File: config.mk
export PLATFORM = sky130hd
export DESIGN_NAME = pcicfg_ctrl
export DESIGN_NICKNAME = d
export VERILOG_FILES = /design/src/sv/pcicfg_pkg.sv /design/src/sv/pcicfg_ctrl.sv
export SDC_FILE = /design/constraint.sdc
export NUM_CORES = 1
export LEC_CHECK = 0
export ABC_AREA = 1
export ABC_CLOCK_PERIOD_IN_PS = 950
export BUFFER_PORTS_ARGS = -buffer_cell sky130_fd_sc_hd__buf_2
export CAP_MARGIN = 20
export CORE_AREA = 8 8 45 47
export DETAILED_ROUTE_END_ITERATION = 8
export DIE_AREA = 0 0 53 55
export MAX_ROUTING_LAYER = met4
export SLEW_MARGIN = 30
export SYNTH_ARGS = -nofsm -noshare
export SYNTH_HDL_FRONTEND = slang
export SYNTH_SLANG_ARGS = --single-unit
File: constraint.sdc
create_clock -name aclk -period 0.95 [get_ports aclk]
set_input_delay 0.1425 -clock aclk [delete_from_list [all_inputs] [get_ports aclk]]
set_output_delay 0.1425 -clock aclk [all_outputs]
set_load 0.02 [all_outputs]
File: src/sv/pcicfg_pkg.sv
// ----------------------------------------------------------------------------
// pcicfg_pkg
// Shared constants, request codes and controller/datapath interface types
// for the PCI configuration address/data port.
// ----------------------------------------------------------------------------
package pcicfg_pkg;

    // slot table and byte store geometry
    localparam int SLOTS     = 8;
    localparam int CFG_BYTES = 256;
    localparam int SLOT_W    = (SLOTS > 1) ? $clog2(SLOTS) : 1;
    localparam int MEM_DEPTH = SLOTS * CFG_BYTES;
    localparam int MEM_AW    = $clog2(MEM_DEPTH);

    // base address register window used during sizing
    localparam logic [7:0]  BAR_FIRST = 8'h10;
    localparam logic [7:0]  BAR_LAST  = 8'h24;
    localparam logic [31:0] ALL_ONES  = 32'hffff_ffff;

    // request codes
    typedef enum logic [2:0] {
        MODE_ADDR_WR   = 3'd0,
        MODE_ADDR_RD   = 3'd1,
        MODE_DATA_WR   = 3'd2,
        MODE_DATA_RD   = 3'd3,
        MODE_LOAD_SLOT = 3'd4,
        MODE_LOAD_CFG  = 3'd5,
        MODE_LOAD_SIZE = 3'd6,
        MODE_OTHER     = 3'd7
    } mode_t;

    // controller to datapath commands
    typedef struct packed {
        logic load;
        logic clear_step;
        logic exec;
        logic lookup;
        logic fetch;
        logic finish;
    } dp_cmd_t;

    // datapath to controller status
    typedef struct packed {
        logic is_read;
        logic hit;
        logic in_range;
        logic last_byte;
        logic clear_done;
    } dp_status_t;

endpackage

File: src/sv/pcicfg_ctrl.sv
// ----------------------------------------------------------------------------
// pcicfg_ctrl
// Sequencer for the configuration port: clearing pass after reset, request
// execution, slot lookup, byte fetch and result hand-off.
// ----------------------------------------------------------------------------
module pcicfg_ctrl (
    input  logic                   aclk,
    input  logic                   aresetn,
    input  logic                   s_valid,
    output logic                   s_ready,
    output logic                   m_valid,
    input  logic                   m_ready,
    output pcicfg_pkg::dp_cmd_t    cmd,
    input  pcicfg_pkg::dp_status_t status
);
    import pcicfg_pkg::*;

    typedef enum logic [2:0] {
        ST_CLEAR,
        ST_IDLE,
        ST_EXEC,
        ST_LOOKUP,
        ST_FETCH,
        ST_FINISH
    } state_t;

    state_t state_reg;
    logic   m_valid_reg;
    logic   m_valid_next;
    logic   out_free;

    assign out_free = !m_valid_reg || m_ready;

    // result valid: cleared on hand-off, set when a result is stored
    always_comb begin
        m_valid_next = m_valid_reg;
        if (m_valid_reg && m_ready) begin
            m_valid_next = 1'b0;
        end
        if ((state_reg == ST_FINISH) && out_free) begin
            m_valid_next = 1'b1;
        end
    end

    // state and result valid
    always_ff @(posedge aclk) begin
        if (!aresetn) begin
            state_reg   <= ST_CLEAR;
            m_valid_reg <= 1'b0;
        end else begin
            m_valid_reg <= m_valid_next;
            unique case (state_reg)
                ST_CLEAR: begin
                    if (status.clear_done) begin
                        state_reg <= ST_IDLE;
                    end
                end
                ST_IDLE: begin
                    if (s_valid) begin
                        state_reg <= ST_EXEC;
                    end
                end
                ST_EXEC: begin
                    state_reg <= status.is_read ? ST_LOOKUP : ST_FINISH;
                end
                ST_LOOKUP: begin
                    state_reg <= (status.hit && status.in_range) ? ST_FETCH : ST_FINISH;
                end
                ST_FETCH: begin
                    if (status.last_byte) begin
                        state_reg <= ST_FINISH;
                    end
                end
                ST_FINISH: begin
                    if (out_free) begin
                        state_reg <= ST_IDLE;
                    end
                end
                default: begin
                    state_reg <= ST_CLEAR;
                end
            endcase
        end
    end

    // datapath commands
    always_comb begin
        cmd.load       = (state_reg == ST_IDLE) && s_valid;
        cmd.clear_step = (state_reg == ST_CLEAR);
        cmd.exec       = (state_reg == ST_EXEC);
        cmd.lookup     = (state_reg == ST_LOOKUP);
        cmd.fetch      = (state_reg == ST_FETCH);
        cmd.finish     = (state_reg == ST_FINISH) && out_free;
    end

    assign s_ready = (state_reg == ST_IDLE);
    assign m_valid = m_valid_reg;

endmodule

## Word-level counts from Yosys, hierarchy flattened

Index checks and enable logic that the tools add are counted.

| cells by class | value |
|---|---|
| reductions and logical operators | 9 |
| equal/unequal tests | 9 |
| multiplexer cells | 9 |

Operator list:

| kind | count |
|---|---|
| 3-bit one-hot mux with 6 select lines | 1 |
| 3-bit 2-to-1 mux | 5 |
| 3-bit by 2-bit equality test with 1-bit output, second input constant | 2 |
| 3-bit equality test, second input constant | 2 |
| 1-bit logical AND | 4 |
| 2-bit by 1-bit inequality test with 1-bit output, second input constant | 2 |
| 2-bit inequality test, second input constant | 2 |
| 4-bit AND reduction | 1 |
| 3-bit by 1-bit equality test with 1-bit output, second input constant | 1 |
| 3-bit logical NOT | 1 |
| 1-bit 2-to-1 mux | 3 |
| 2-bit nonzero test | 1 |
| 1-bit logical NOT | 1 |
| 1-bit logical OR | 1 |

| word-level totals | value |
|---|---|
| flip-flop bits (word level) | 4 |
| logic and storage cells | 29 |

## Logic depth before layout (Yosys ltp)

Gate-level depths: netlist of the first run.

| depth | value |
|---|---|
| word-level depth | 4 |
| gate-level depth with buffers | 8 |
| depth with buffers taken out | 8 |

## Worst setup path after synthesis of the first run

No wires, ideal clock.

| timing path | value |
|---|---|
| path type | register to register |
| start | register state_reg[2] |
| end | register state_reg[2] |
| setup time | 64 ps |
| period minus slack after synthesis | 1180 ps |
| path buffers | 0 |
| data required time | 886 ps |
| arrival time | 1117 ps |
| slack | -230 ps |
| cell stages (with the launch flop) | 7 |
| cells stage by stage | dfxtp_1 > inv_2 > nor3_2 > nor2_1 > nand3_1 > nand2_1 > nor2_1 |

RTL lines:

| element | RTL line | source |
|---|---|---|
| from (decl) | pcicfg_ctrl.sv:27 | `state_t state_reg;` |
| from (signal assigned) | pcicfg_ctrl.sv:64 | `state_reg <= status.is_read ? ST_LOOKUP : ST_FINISH;` |
| from (signal assigned) | pcicfg_ctrl.sv:67 | `state_reg <= (status.hit && status.in_range) ? ST_FETCH : ST_FINISH;` |

==> summary.txt, run 1 <==
STA
  • Worst Tran Pin Value: 0.1834 ns
  • Final Cycle Share: 1.306
  • Minimum clock period: 1.241 ns
  • Final hold violations: 0
  • Unrepaired setup endpoints after global routing: yes
  • Setup WS post-layout: -0.2906 ns
  • Slew headroom: 0.8765
  • Max-slew violation count: 0
  • Hold slack final: 0.1211 ns
  • Setup Viol. Count Final: 10
  • Final Skew: 0.01653 ns
  • Highest clock rate: 806.0 MHz

Clock tree
  • Clk sinks: 4
  • Hold-fix buffer count after cts: 0
  • Worst-Skew Late Latency: 0.25 ns
  • Clk buf depth: 2
  • CTS root buf: clkbuf_4
  • Clk slew on worst S/H paths: 0.05 ns
  • H-tree lvl count: 1
  • CTS tree: done
  • Total CTS buffers: 3

Critical path
  • Worst setup EP type: output pin
  • Worst EP required: 0.81 ns
  • Kind of critical path: reg -> out
  • Worst setup path end: cmd[5]
  • Reg2Reg Capture Point: state_reg[2]
  • Worst r2r path cells: 7
  • Worst setup SP type: flip-flop
  • Critical path peak fanout: 5
  • Reg2reg setup slack: -0.18 ns
  • Data arrival, critical path: 1.10 ns
  • Worst Setup SP: state_reg[0]
  • Reg2reg start: state_reg[0]

Place
  • Post-DP Area: 481.7 um2
  • Port bufs: 16
  • Routability cong.: 0.7503
  • Dpl ws: -0.1468 ns
  • Dpl cells: 91
  • Detailed placement HPWL: 765.9 um

Routing
  • # DRC: 0
  • Vias/cell: 4.398
  • Drt pass-1 iters: 3
  • Iter 0 DRT Violations: 5
  • Detail Route Antenna Nets: 0
  • Drt wl/cell: 10.91 um
  • Final wirelength: 1069 um
  • Vias: 431

Synthesis
  • Flops & latches, synth: 4
  • Cell accounting for the most synthesized area: dfxtp_1
  • Average size of a mapped cell: 5.816 um2
  • Synthesized Nets: 63
  • Post-synthesis sequential area ratio: 0.2550
  • Synthesized instance count: 54
  • Synth top area cells: dfxtp_1, nand2_1, nor2_1
  • Post-synth cell types: 13
  • Syn. warnings: 0
  • Mapped Area: 314.1 um2
  • Top cell type's share of synthesized area: 0.2550

Finish
  • Post-route cell area: 635.6 um2
  • Max reg flops: 3
  • Post-layout util: 0.4593
  • Nets: 92
  • Non-Filler Instances: 98
  • Share of cells above drive strength 1: 0.5976
  • ANT cells: 0
  • Area grow syn2layout: 102.4%

GRT
  • Largest net degree at the start of global routing: 7
  • Total track usage: 0.08216
  • Initial antenna violation count: 0
  • First-pass GRT wire length: 1669 um
  • GRT overflow: 0
  • Vias in the first global route: 393

Power
  • Power Density: 3425 nW/um2
  • Peak VDD IR: 0.001022 V
  • Leakage Power: 0.3092 nW

Outcome
  • Status: complete, but fails checks
  • Failing checks: negative setup slack

Floorplan
  • Core area: 1384 um2
  • Die H: 55 um
  • Ports: 17
  • Row cnt: 14
  • Die Wd: 53 um
  • Starting Density: 0.2269
  • Area of the die: 2915 um2

Job
  • Max_cap viols: 0

Worst hold path
  • Worst hold path class: in -> reg
-- timing repair --
action,CTS,global route
cloned,0,0
setup buffers,2,1
setup endpoints to repair,10,10
hold endpoints to repair,0,0
pin swaps,1,2
resized for setup,22,8
-- cells by family after synthesis --
kind of cell | after synthesis | share of synthesized area
and+or+nand+nor | 33 | 0.5059
DFF | 4 | 0.2550
AOI/OAI and AO/OA | 6 | 0.09562
buffers and inverters | 11 | 0.1434
-- cells in the final DEF (no fill, tap or decap) --
| cell | Yosys | final |
|---|---|---|
| a21oi_1 | 4 | 2 |
| a21oi_2 | 0 | 1 |
| a21oi_4 | 0 | 1 |
| buf_2 | 0 | 9 |
| buf_4 | 1 | 7 |
| buf_6 | 0 | 9 |
| clkbuf_1 | 0 | 1 |
| clkbuf_4 | 0 | 3 |
| dfxtp_1 | 4 | 1 |
| dfxtp_4 | 0 | 3 |
| inv_1 | 8 | 5 |
| inv_2 | 2 | 2 |
| inv_4 | 0 | 2 |
| inv_6 | 0 | 1 |
| nand2_1 | 11 | 9 |
| nand2_4 | 0 | 2 |
| nand3_1 | 5 | 4 |
| nand3_2 | 0 | 1 |
| nand3b_1 | 2 | 2 |
| nor2_1 | 11 | 7 |
| nor2_2 | 0 | 4 |
| nor2_4 | 1 | 1 |
| nor3_2 | 2 | 1 |
| nor3_4 | 0 | 2 |
| o21ai_0 | 2 | 2 |
-- final cells by class --
cell class                      count  area [um2]
Timing Repair Buffer               25       198.9
Fill cell                         155       748.2
Clock buffer                        4       26.28
Inverter                           10       47.55
Sequential cell                     4       91.34
Tap cell                           16       20.02
Multi-Input combinational cell     39       251.5
-- report_power, final --
part | internal (W) | total, W | switching (W)
registers | 0.000267 | 0.000422 | 0.000155
clock network | 0.000159 | 0.000247 | 0.0000887
logic | 0.000702 | 0.00151 | 0.000806
total | 0.00113 | 0.00218 | 0.00105
-- stage by stage --
stage                     power, W  setup TNS [ns]
after global routing      0.002347          -2.777
after floorplan           0.001117         -0.1028
after global placement    0.001486         -0.4667
final                     0.002177          -2.205
after detailed placement  0.001482         -0.4140
after CTS                 0.002044          -2.117
-- critical path: stages, from the launching register on --
cell	delay (ns)
dfxtp_4	0.39
inv_4	0.06
nor2_4	0.12
nand2_4	0.07
nor2_2	0.09
buf_6	0.12
-- cells in the mapped netlist, drive strengths merged --
cell,number
nor2,12
nand2,11
inv,10
nand3,5
a21oi,4
dfxtp,4
nor3,3
nand3b,2
o21ai,2
buf,1
-- metal layers --
metal	share of wire	global-route usage
met5	0	-
met4	0.018	0.06466
met3	0.070	0.03476
met2	0.51	0.1348
met1	0.40	0.07436
-- worst min path at each step --
stage / startpoint / endpoint / slack (ns) / cells past startpoint
final: aresetn / state_reg[0] / 0.12 / 3
after global routing: aresetn / state_reg[0] / 0.12 / 3
after CTS: aresetn / state_reg[0] / 0.13 / 3
after detailed placement: aresetn / state_reg[0] / 0.39 / 3
after global placement: aresetn / state_reg[0] / 0.38 / 3
after floorplan: aresetn / state_reg[0] / 0.25 / 2
Note: power is estimated with default switching activity, not from simulation.
==> inputs of run 2 (changes only) <==
--- a/config.mk
+++ b/config.mk
@@ -13,6 +13,7 @@
 export DETAILED_ROUTE_END_ITERATION = 8
 export DIE_AREA = 0 0 53 55
 export MAX_ROUTING_LAYER = met4
+export SKIP_CTS_REPAIR_TIMING = 1
 export SLEW_MARGIN = 30
 export SYNTH_ARGS = -nofsm -noshare
 export SYNTH_HDL_FRONTEND = slang
==> summary.txt, run 2 (synthesized netlist as in run 1, its figures left out) <==
Outcome
  • Status: complete, but fails checks (unchanged)
  • Failing checks: negative setup slack (unchanged)

Routing
  • Drt pass-1 iters: 4 (was 3)
  • # DRC: 0 (unchanged)
  • Detail Route Antenna Nets: 0 (unchanged)
  • Final wirelength: 1051 um (was 1069 um)
  • Iter 0 DRT Violations: 9 (was 5)
  • Drt wl/cell: 11.06 um (was 10.91 um)
  • Vias/cell: 4.411 (was 4.398)
  • Vias: 419 (was 431)

STA
  • Unrepaired setup endpoints after global routing: yes (unchanged)
  • Final Cycle Share: 1.300 (was 1.306)
  • Max-slew violation count: 0 (unchanged)
  • Minimum clock period: 1.235 ns (was 1.241 ns)
  • Final Skew: 0.01591 ns (was 0.01653 ns)
  • Highest clock rate: 809.8 MHz (was 806.0 MHz)
  • Worst Tran Pin Value: 0.1836 ns (was 0.1834 ns)
  • Setup_tns: -2.088 ns (was -2.205 ns)
  • Setup WS post-layout: -0.2848 ns (was -0.2906 ns)
  • Slew headroom: 0.8763 (was 0.8765)
  • Final hold violations: 0 (unchanged)
  • Setup Viol. Count Final: 10 (unchanged)

Power
  • Clock power frac: 0.117 (was 0.114)
  • Internal: 0.001017 W (was 0.001128 W)
  • Peak VDD IR: 0.001052 V (was 0.001022 V)
  • Comb power frac: 0.681 (was 0.692)
  • Psw: 0.001020 W (was 0.001049 W)
  • Leakage Power: 0.2833 nW (was 0.3092 nW)
  • Switching power share of the total: 0.5007 (was 0.4819)
  • Power Density: 3428 nW/um2 (was 3425 nW/um2)
  • Seq pwr share: 0.202 (was 0.194)

Critical path
  • Kind of critical path: reg -> out (unchanged)
  • Max incr delay on CP: 0.37 ns (was 0.39 ns)
  • Reg2Reg Capture Point: state_reg[2] (unchanged)
  • Worst Setup SP: state_reg[0] (unchanged)
  • Worst-path cell chain: buf_4, nor3_4, buf_6 (was inv_4, nor2_4, nand2_4, nor2_2, buf_6)
  • Worst r2r path cells: 7 (unchanged)
  • Worst setup SP type: flip-flop (unchanged)
  • Reg2reg setup slack: -0.15 ns (was -0.18 ns)
  • Worst path slowest cell: dfxtp_4 (unchanged)
  • Reg2reg start: state_reg[1] (was state_reg[0])
  • Critical path peak fanout: 5 (unchanged)
  • Worst EP required: 0.81 ns (about the same)
  • Worst setup EP type: output pin (unchanged)
  • Data arrival, critical path: 1.09 ns (was 1.10 ns)

Clock tree
  • Clk slew on worst S/H paths: 0.05 ns (about the same)
  • CTS tree: done (unchanged)
  • H-tree lvl count: 1 (unchanged)
  • CTS root buf: clkbuf_4 (unchanged)
  • Total CTS buffers: 3 (unchanged)
  • Clk buf depth: 2 (unchanged)
  • Worst-Skew Late Latency: 0.24 ns (was 0.25 ns)
  • Clk sinks: 4 (unchanged)

Place
  • Dpl ws: -0.1468 ns (unchanged)
  • Port bufs: 16 (unchanged)
  • Routability cong.: 0.7503 (unchanged)
  • Detailed placement HPWL: 765.9 um (unchanged)

GRT
  • Initial antenna violation count: 0 (unchanged)
  • Total track usage: 0.07597 (was 0.08216)
  • Vias in the first global route: 363 (was 393)
  • First-pass GRT wire length: 1538 um (was 1669 um)
  • Largest net degree at the start of global routing: 7 (unchanged)
  • GRT overflow: 0 (unchanged)

Worst hold path
  • WHS Path Cells: 3 (unchanged)
  • Hold endpoint: state_reg[0] (unchanged)
  • Hold Startpoint: aresetn (unchanged)
  • Worst hold path class: in -> reg (unchanged)

Finish
  • Max reg flops: 3 (unchanged)
  • Post-layout util: 0.4295 (was 0.4593)
  • ANT cells: 0 (unchanged)
  • Area grow syn2layout: 89.24% (was 102.4%)
  • Commonest non-fill, non-tap cells in the layout: buf_2, buf_4, nand2_1 (was nand2_1, buf_2, buf_6)
  • Most common cell after layout, fill and taps aside: buf_2
  • Nets: 89 (was 92)
  • Share of cells above drive strength 1: 0.6456 (was 0.5976)

Floorplan
  • Die H: 55 um (unchanged)
  • Row cnt: 14 (unchanged)
  • Starting Density: 0.2269 (unchanged)
  • Area of the die: 2915 um2 (unchanged)
  • Ports: 17 (unchanged)
  • Core area: 1384 um2 (unchanged)
  • Die Wd: 53 um (unchanged)

Job
  • Max_cap viols: 0 (unchanged)
## run 2: cell types whose count changed in the layout (fill, tap and decap cells not counted), moves of 2 or more
cell | previous run | this run
nand2_2 | 0 | 3
buf_4 | 7 | 9
nor2_4 | 1 | 3
nand2_1 | 9 | 7
buf_6 | 9 | 3
## run 2: area by class of cell
cell class,instances,area [um2]
flip-flops and latches,4,91.34
fillers,158,789.5
clock buffers,4,26.28
well taps,16,20.02
inverters,10,50.05
multi-input cells,39,255.2
repair buffers,22,151.4
## run 2: worst max path at each step
stage	endpoint	slack, ns
after CTS	cmd[1]	-0.30
after floorplan	state_reg[2]	-0.05
after global routing	cmd[5]	-0.36
final	cmd[1]	-0.28
after detailed placement	state_reg[2]	-0.15
after global placement	state_reg[2]	-0.16
## run 2: power by group through the flow
stage	Sequential, W	Clock [W]	Combinational (W)
6_report	0.000413	0.000238	0.00139
3_5_place_dp	0.000371	0	0.00111
2_1_floorplan	0.000384	0	0.000733
5_1_grt	0.000425	0.000279	0.00151
4_1_cts	0.000370	0.000249	0.00112
3_3_place_gp	0.000372	0	0.00111
## run 2: stage by stage
step / cells / total power (W) / hold WS (ns) / cell area, um2
after floorplan: 54 / 0.001117 / 0.2535 / 344.1
after global placement: 91 / 0.001486 / 0.3839 / 481.7
after detailed placement: 91 / 0.001482 / 0.3892 / 481.7
after CTS: 95 / 0.001734 / 0.1259 / 508.0
after global routing: 95 / 0.002217 / 0.1168 / 594.3
final: 95 / 0.002038 / 0.1305 / 594.3
## run 2: critical path: cells and delay by family, from the launching register on
family,cells,cell delay [ns]
DFF,1,0.37
and+or+nand+nor,1,0.19
buffers and inverters,2,0.28
## run 2: per-layer routing
layer  track usage  vias up  wire [um]
li1              -      217          -
met1       0.06980      185        424
met2        0.1133       15        543
met3       0.04278        2         79
met4       0.06466        0          4
met5             -        -          0
==> inputs of run 3 (changes only) <==
--- a/config.mk
+++ b/config.mk
@@ -5,8 +5,7 @@
 export SDC_FILE = /design/constraint.sdc
 export NUM_CORES = 1
 export LEC_CHECK = 0
-export ABC_AREA = 1
-export ABC_CLOCK_PERIOD_IN_PS = 950
+export ABC_CLOCK_PERIOD_IN_PS = 1100
 export BUFFER_PORTS_ARGS = -buffer_cell sky130_fd_sc_hd__buf_2
 export CAP_MARGIN = 20
 export CORE_AREA = 8 8 45 47
==> constraint.sdc (replaced) <==
create_clock -name aclk -period 1.1 [get_ports aclk]
set_input_delay 0.165 -clock aclk [delete_from_list [all_inputs] [get_ports aclk]]
set_output_delay 0.165 -clock aclk [all_outputs]
set_load 0.02 [all_outputs]
==> summary.txt, run 3 <==
Floorplan
  • Die H: 55 um (unchanged)
  • Ports: 17 (unchanged)
  • Starting Density: 0.1826 (was 0.2269)
  • Area of the die: 2915 um2 (unchanged)
  • Die Wd: 53 um (unchanged)
  • Row cnt: 14 (unchanged)
  • Core area: 1384 um2 (unchanged)

Synthesis
  • Number of synthesized flops with an enable pin: 0 (unchanged)
  • Flops & latches, synth: 4 (unchanged)
  • Synthesized instance count: 32 (was 54)
  • Post-Synth Simple-Gate Area: 0.3663 (was 0.5060)
  • Main synth FF type: dfxtp_1 (unchanged)
  • Synth Area in Compound Gates: 0.2277 (was 0.09562)
  • Main combinational cell family by area after synthesis: simple AND/OR/NAND/NOR gates (unchanged)
  • Synthesized Nets: 41 (was 63)
  • Average size of a mapped cell: 7.898 um2 (was 5.816 um2)
  • Cell accounting for the most synthesized area: dfxtp_1 (unchanged)
  • Ys async rst share: 0 (unchanged)
  • Post-synthesis mux area share: 0 (unchanged)
  • Synth Area in Adders: 0 (unchanged)
  • Synth top area cells: dfxtp_1, nor3_1, nand2b_1 (was dfxtp_1, nand2_1, nor2_1)
  • Mapped Area: 252.7 um2 (was 314.1 um2)
  • Post-synth cell types: 17 (was 13)
  • Post-synthesis sequential area ratio: 0.3168 (was 0.2550)
  • Post-Synth XOR/XNOR Area: 0 (unchanged)
  • Post-synth top cells: dfxtp_1, nor3_1, a21oi_1, nand2b_1, nor2_1 (was nand2_1, nor2_1, inv_1)
  • Top cell type's share of synthesized area: 0.3168 (was 0.2550)
  • Syn. warnings: 0 (unchanged)

Place
  • Port bufs: 16 (unchanged)
  • Routability cong.: 0.7324 (was 0.7503)
  • Detailed placement HPWL: 644.8 um (was 765.9 um)
  • Dpl cells: 69 (was 91)

Clock tree
  • Clk sinks: 4 (unchanged)
  • CTS tree: done (unchanged)
  • Worst-Skew Late Latency: 0.23 ns (was 0.24 ns)
  • H-tree lvl count: 1 (unchanged)
  • CTS root buf: clkbuf_4 (unchanged)
  • Clk buf depth: 2 (unchanged)
  • Clk slew on worst S/H paths: 0.03 ns (was 0.05 ns)
  • Total CTS buffers: 3 (unchanged)

Finish
  • ANT cells: 0 (unchanged)
  • Share of cells above drive strength 1: 0.6071 (was 0.6456)
  • Nets: 67 (was 89)
  • Non-Filler Instances: 72 (was 95)
  • Max reg flops: 3 (unchanged)
  • Area grow syn2layout: 76.24% (was 89.24%)
  • Commonest non-fill, non-tap cells in the layout: buf_2, buf_4, nor3_1 (was buf_2, buf_4, nand2_1)
  • Most common cell after layout, fill and taps aside: buf_2 (unchanged)
  • Fillers: 150 (was 158)

STA
  • Final Cycle Share: 1.176
  • Final hold violations: 0 (unchanged)
  • Minimum clock period: 1.293 ns
  • Setup WS post-layout: -0.1933 ns (was -0.2848 ns)
  • Worst Tran Pin Value: 0.2394 ns (was 0.1836 ns)
  • Highest clock rate: 773.2 MHz
  • Hold slack final: 0.1652 ns (was 0.1305 ns)
  • Max-slew violation count: 0 (unchanged)
  • Slew headroom: 0.8383 (was 0.8763)
  • Unrepaired setup endpoints after global routing: yes (unchanged)
  • Setup Viol. Count Final: 7 (was 10)
  • Setup_tns: -0.7994 ns (was -2.088 ns)
  • Final Skew: 0.0002418 ns (was 0.01591 ns)

Outcome
  • Failing checks: negative setup slack (unchanged)
  • Status: complete, but fails checks (unchanged)

GRT
  • Initial antenna violation count: 0 (unchanged)
  • Vias in the first global route: 302 (was 363)
  • GRT overflow: 0 (unchanged)
  • First-pass GRT wire length: 1193 um (was 1538 um)
  • Largest net degree at the start of global routing: 8 (was 7)
  • Total track usage: 0.05687 (was 0.07597)

Critical path
  • Kind of critical path: reg -> out (unchanged)
  • Reg2reg start: state_reg[0] (was state_reg[1])
  • Worst setup SP type: flip-flop (unchanged)
  • Critical path peak fanout: 6 (was 5)
  • Reg2reg setup slack: 0.07 ns (was -0.15 ns)
  • Reg2Reg Capture Point: state_reg[0] (was state_reg[2])
  • Worst setup path end: cmd[0] (was cmd[1])
  • Worst setup EP type: output pin (unchanged)
  • Worst EP required: 0.94 ns (was 0.81 ns)
  • Worst r2r path cells: 4 (was 7)
  • Data arrival, critical path: 1.13 ns (was 1.09 ns)
  • Worst Setup SP: state_reg[2] (was state_reg[0])

Routing
  • Vias/cell: 4.278 (was 4.411)
  • Drt wl/cell: 10.00 um (was 11.06 um)
  • Detail Route Antenna Nets: 0 (unchanged)
  • Final wirelength: 720 um (was 1051 um)
  • # DRC: 0 (unchanged)
  • Iter 0 DRT Violations: 2 (was 9)
  • Vias: 308 (was 419)
  • Drt pass-1 iters: 2 (was 4)

Power
  • Leakage Power: 0.2107 nW (was 0.2833 nW)
  • Peak VDD IR: 0.0002996 V (was 0.001052 V)
  • Power Density: 1158 nW/um2 (was 3428 nW/um2)

Worst hold path
  • Worst hold path class: in -> reg (unchanged)

Job
  • Max_cap viols: 0 (unchanged)
[run 3: cell types whose count changed in the layout (fill, tap and decap cells not counted), sizes merged, moves of 2 or more]
cell    before  now
inv         10    2
nand2       11    1
nand2b       0    3
nand3        5    0
nor2        12    3
o21a         0    2
o21ai        2    0
or2          0    2
[run 3: cells by family after synthesis]
logic type | Yosys count
AND/OR/NAND/NOR | 16
AO/OA/AOI/OAI | 8
flip-flops | 4
buffers and inverters | 4
[run 3: power breakdown]
group	leakage [nW]	switching, W	internal (W)
logic	0.163	0.0000837	0.0000861
registers	0.0340	0.0000171	0.000158
clock network	0.0138	0.0000497	0.000121
[run 3: worst min-delay path by stage]
stage                  from            to  cells after the start
floorplan           aresetn  state_reg[2]                      1
global placement    aresetn  state_reg[2]                      2
detailed placement  aresetn  state_reg[2]                      2
CTS                 aresetn  state_reg[2]                      2
global route        aresetn  state_reg[2]                      2
finish              aresetn  state_reg[2]                      2
[run 3: per-stage QoR]
stage	util	cell area, um2	setup WS [ns]	total power, W
after floorplan	-	269.0	-0.02183	0.0002738
after detailed placement	0.2884	399.1	-0.06485	0.0003423
after CTS	0.3047	421.7	-0.3108	0.0005219
after global routing	0.3219	445.4	-0.2460	0.0005608
after global placement	0.2884	399.1	-0.02976	0.0003418
final	0.3219	445.4	-0.1933	0.0005156
[run 3: routing by layer]
metal  vias up  part of all wire  global-route usage
met1       135              0.45             0.05623
met5         -                 0                   -
met4         0                 0             0.02586
met2        12              0.44             0.08789
li1        161                 -                   -
met3         0              0.11             0.03476
[run 3: final cells by class]
type	instances	area (um2)	area share
multi-input cells	24	160.2	0.3596
flip-flops and latches	4	87.58	0.1966
clock buffers	3	22.52	0.05056
repair buffers	23	147.6	0.3315
well taps	16	20.02	0.04494
inverters	2	7.507	0.01685
[run 3: critical path, cell delays in order (launching register included)]
cell and delay (ns):
dfxtp_4 0.38, nand2b_4 0.06, or2_4 0.23, nor2b_2 0.12
buf_6 0.12
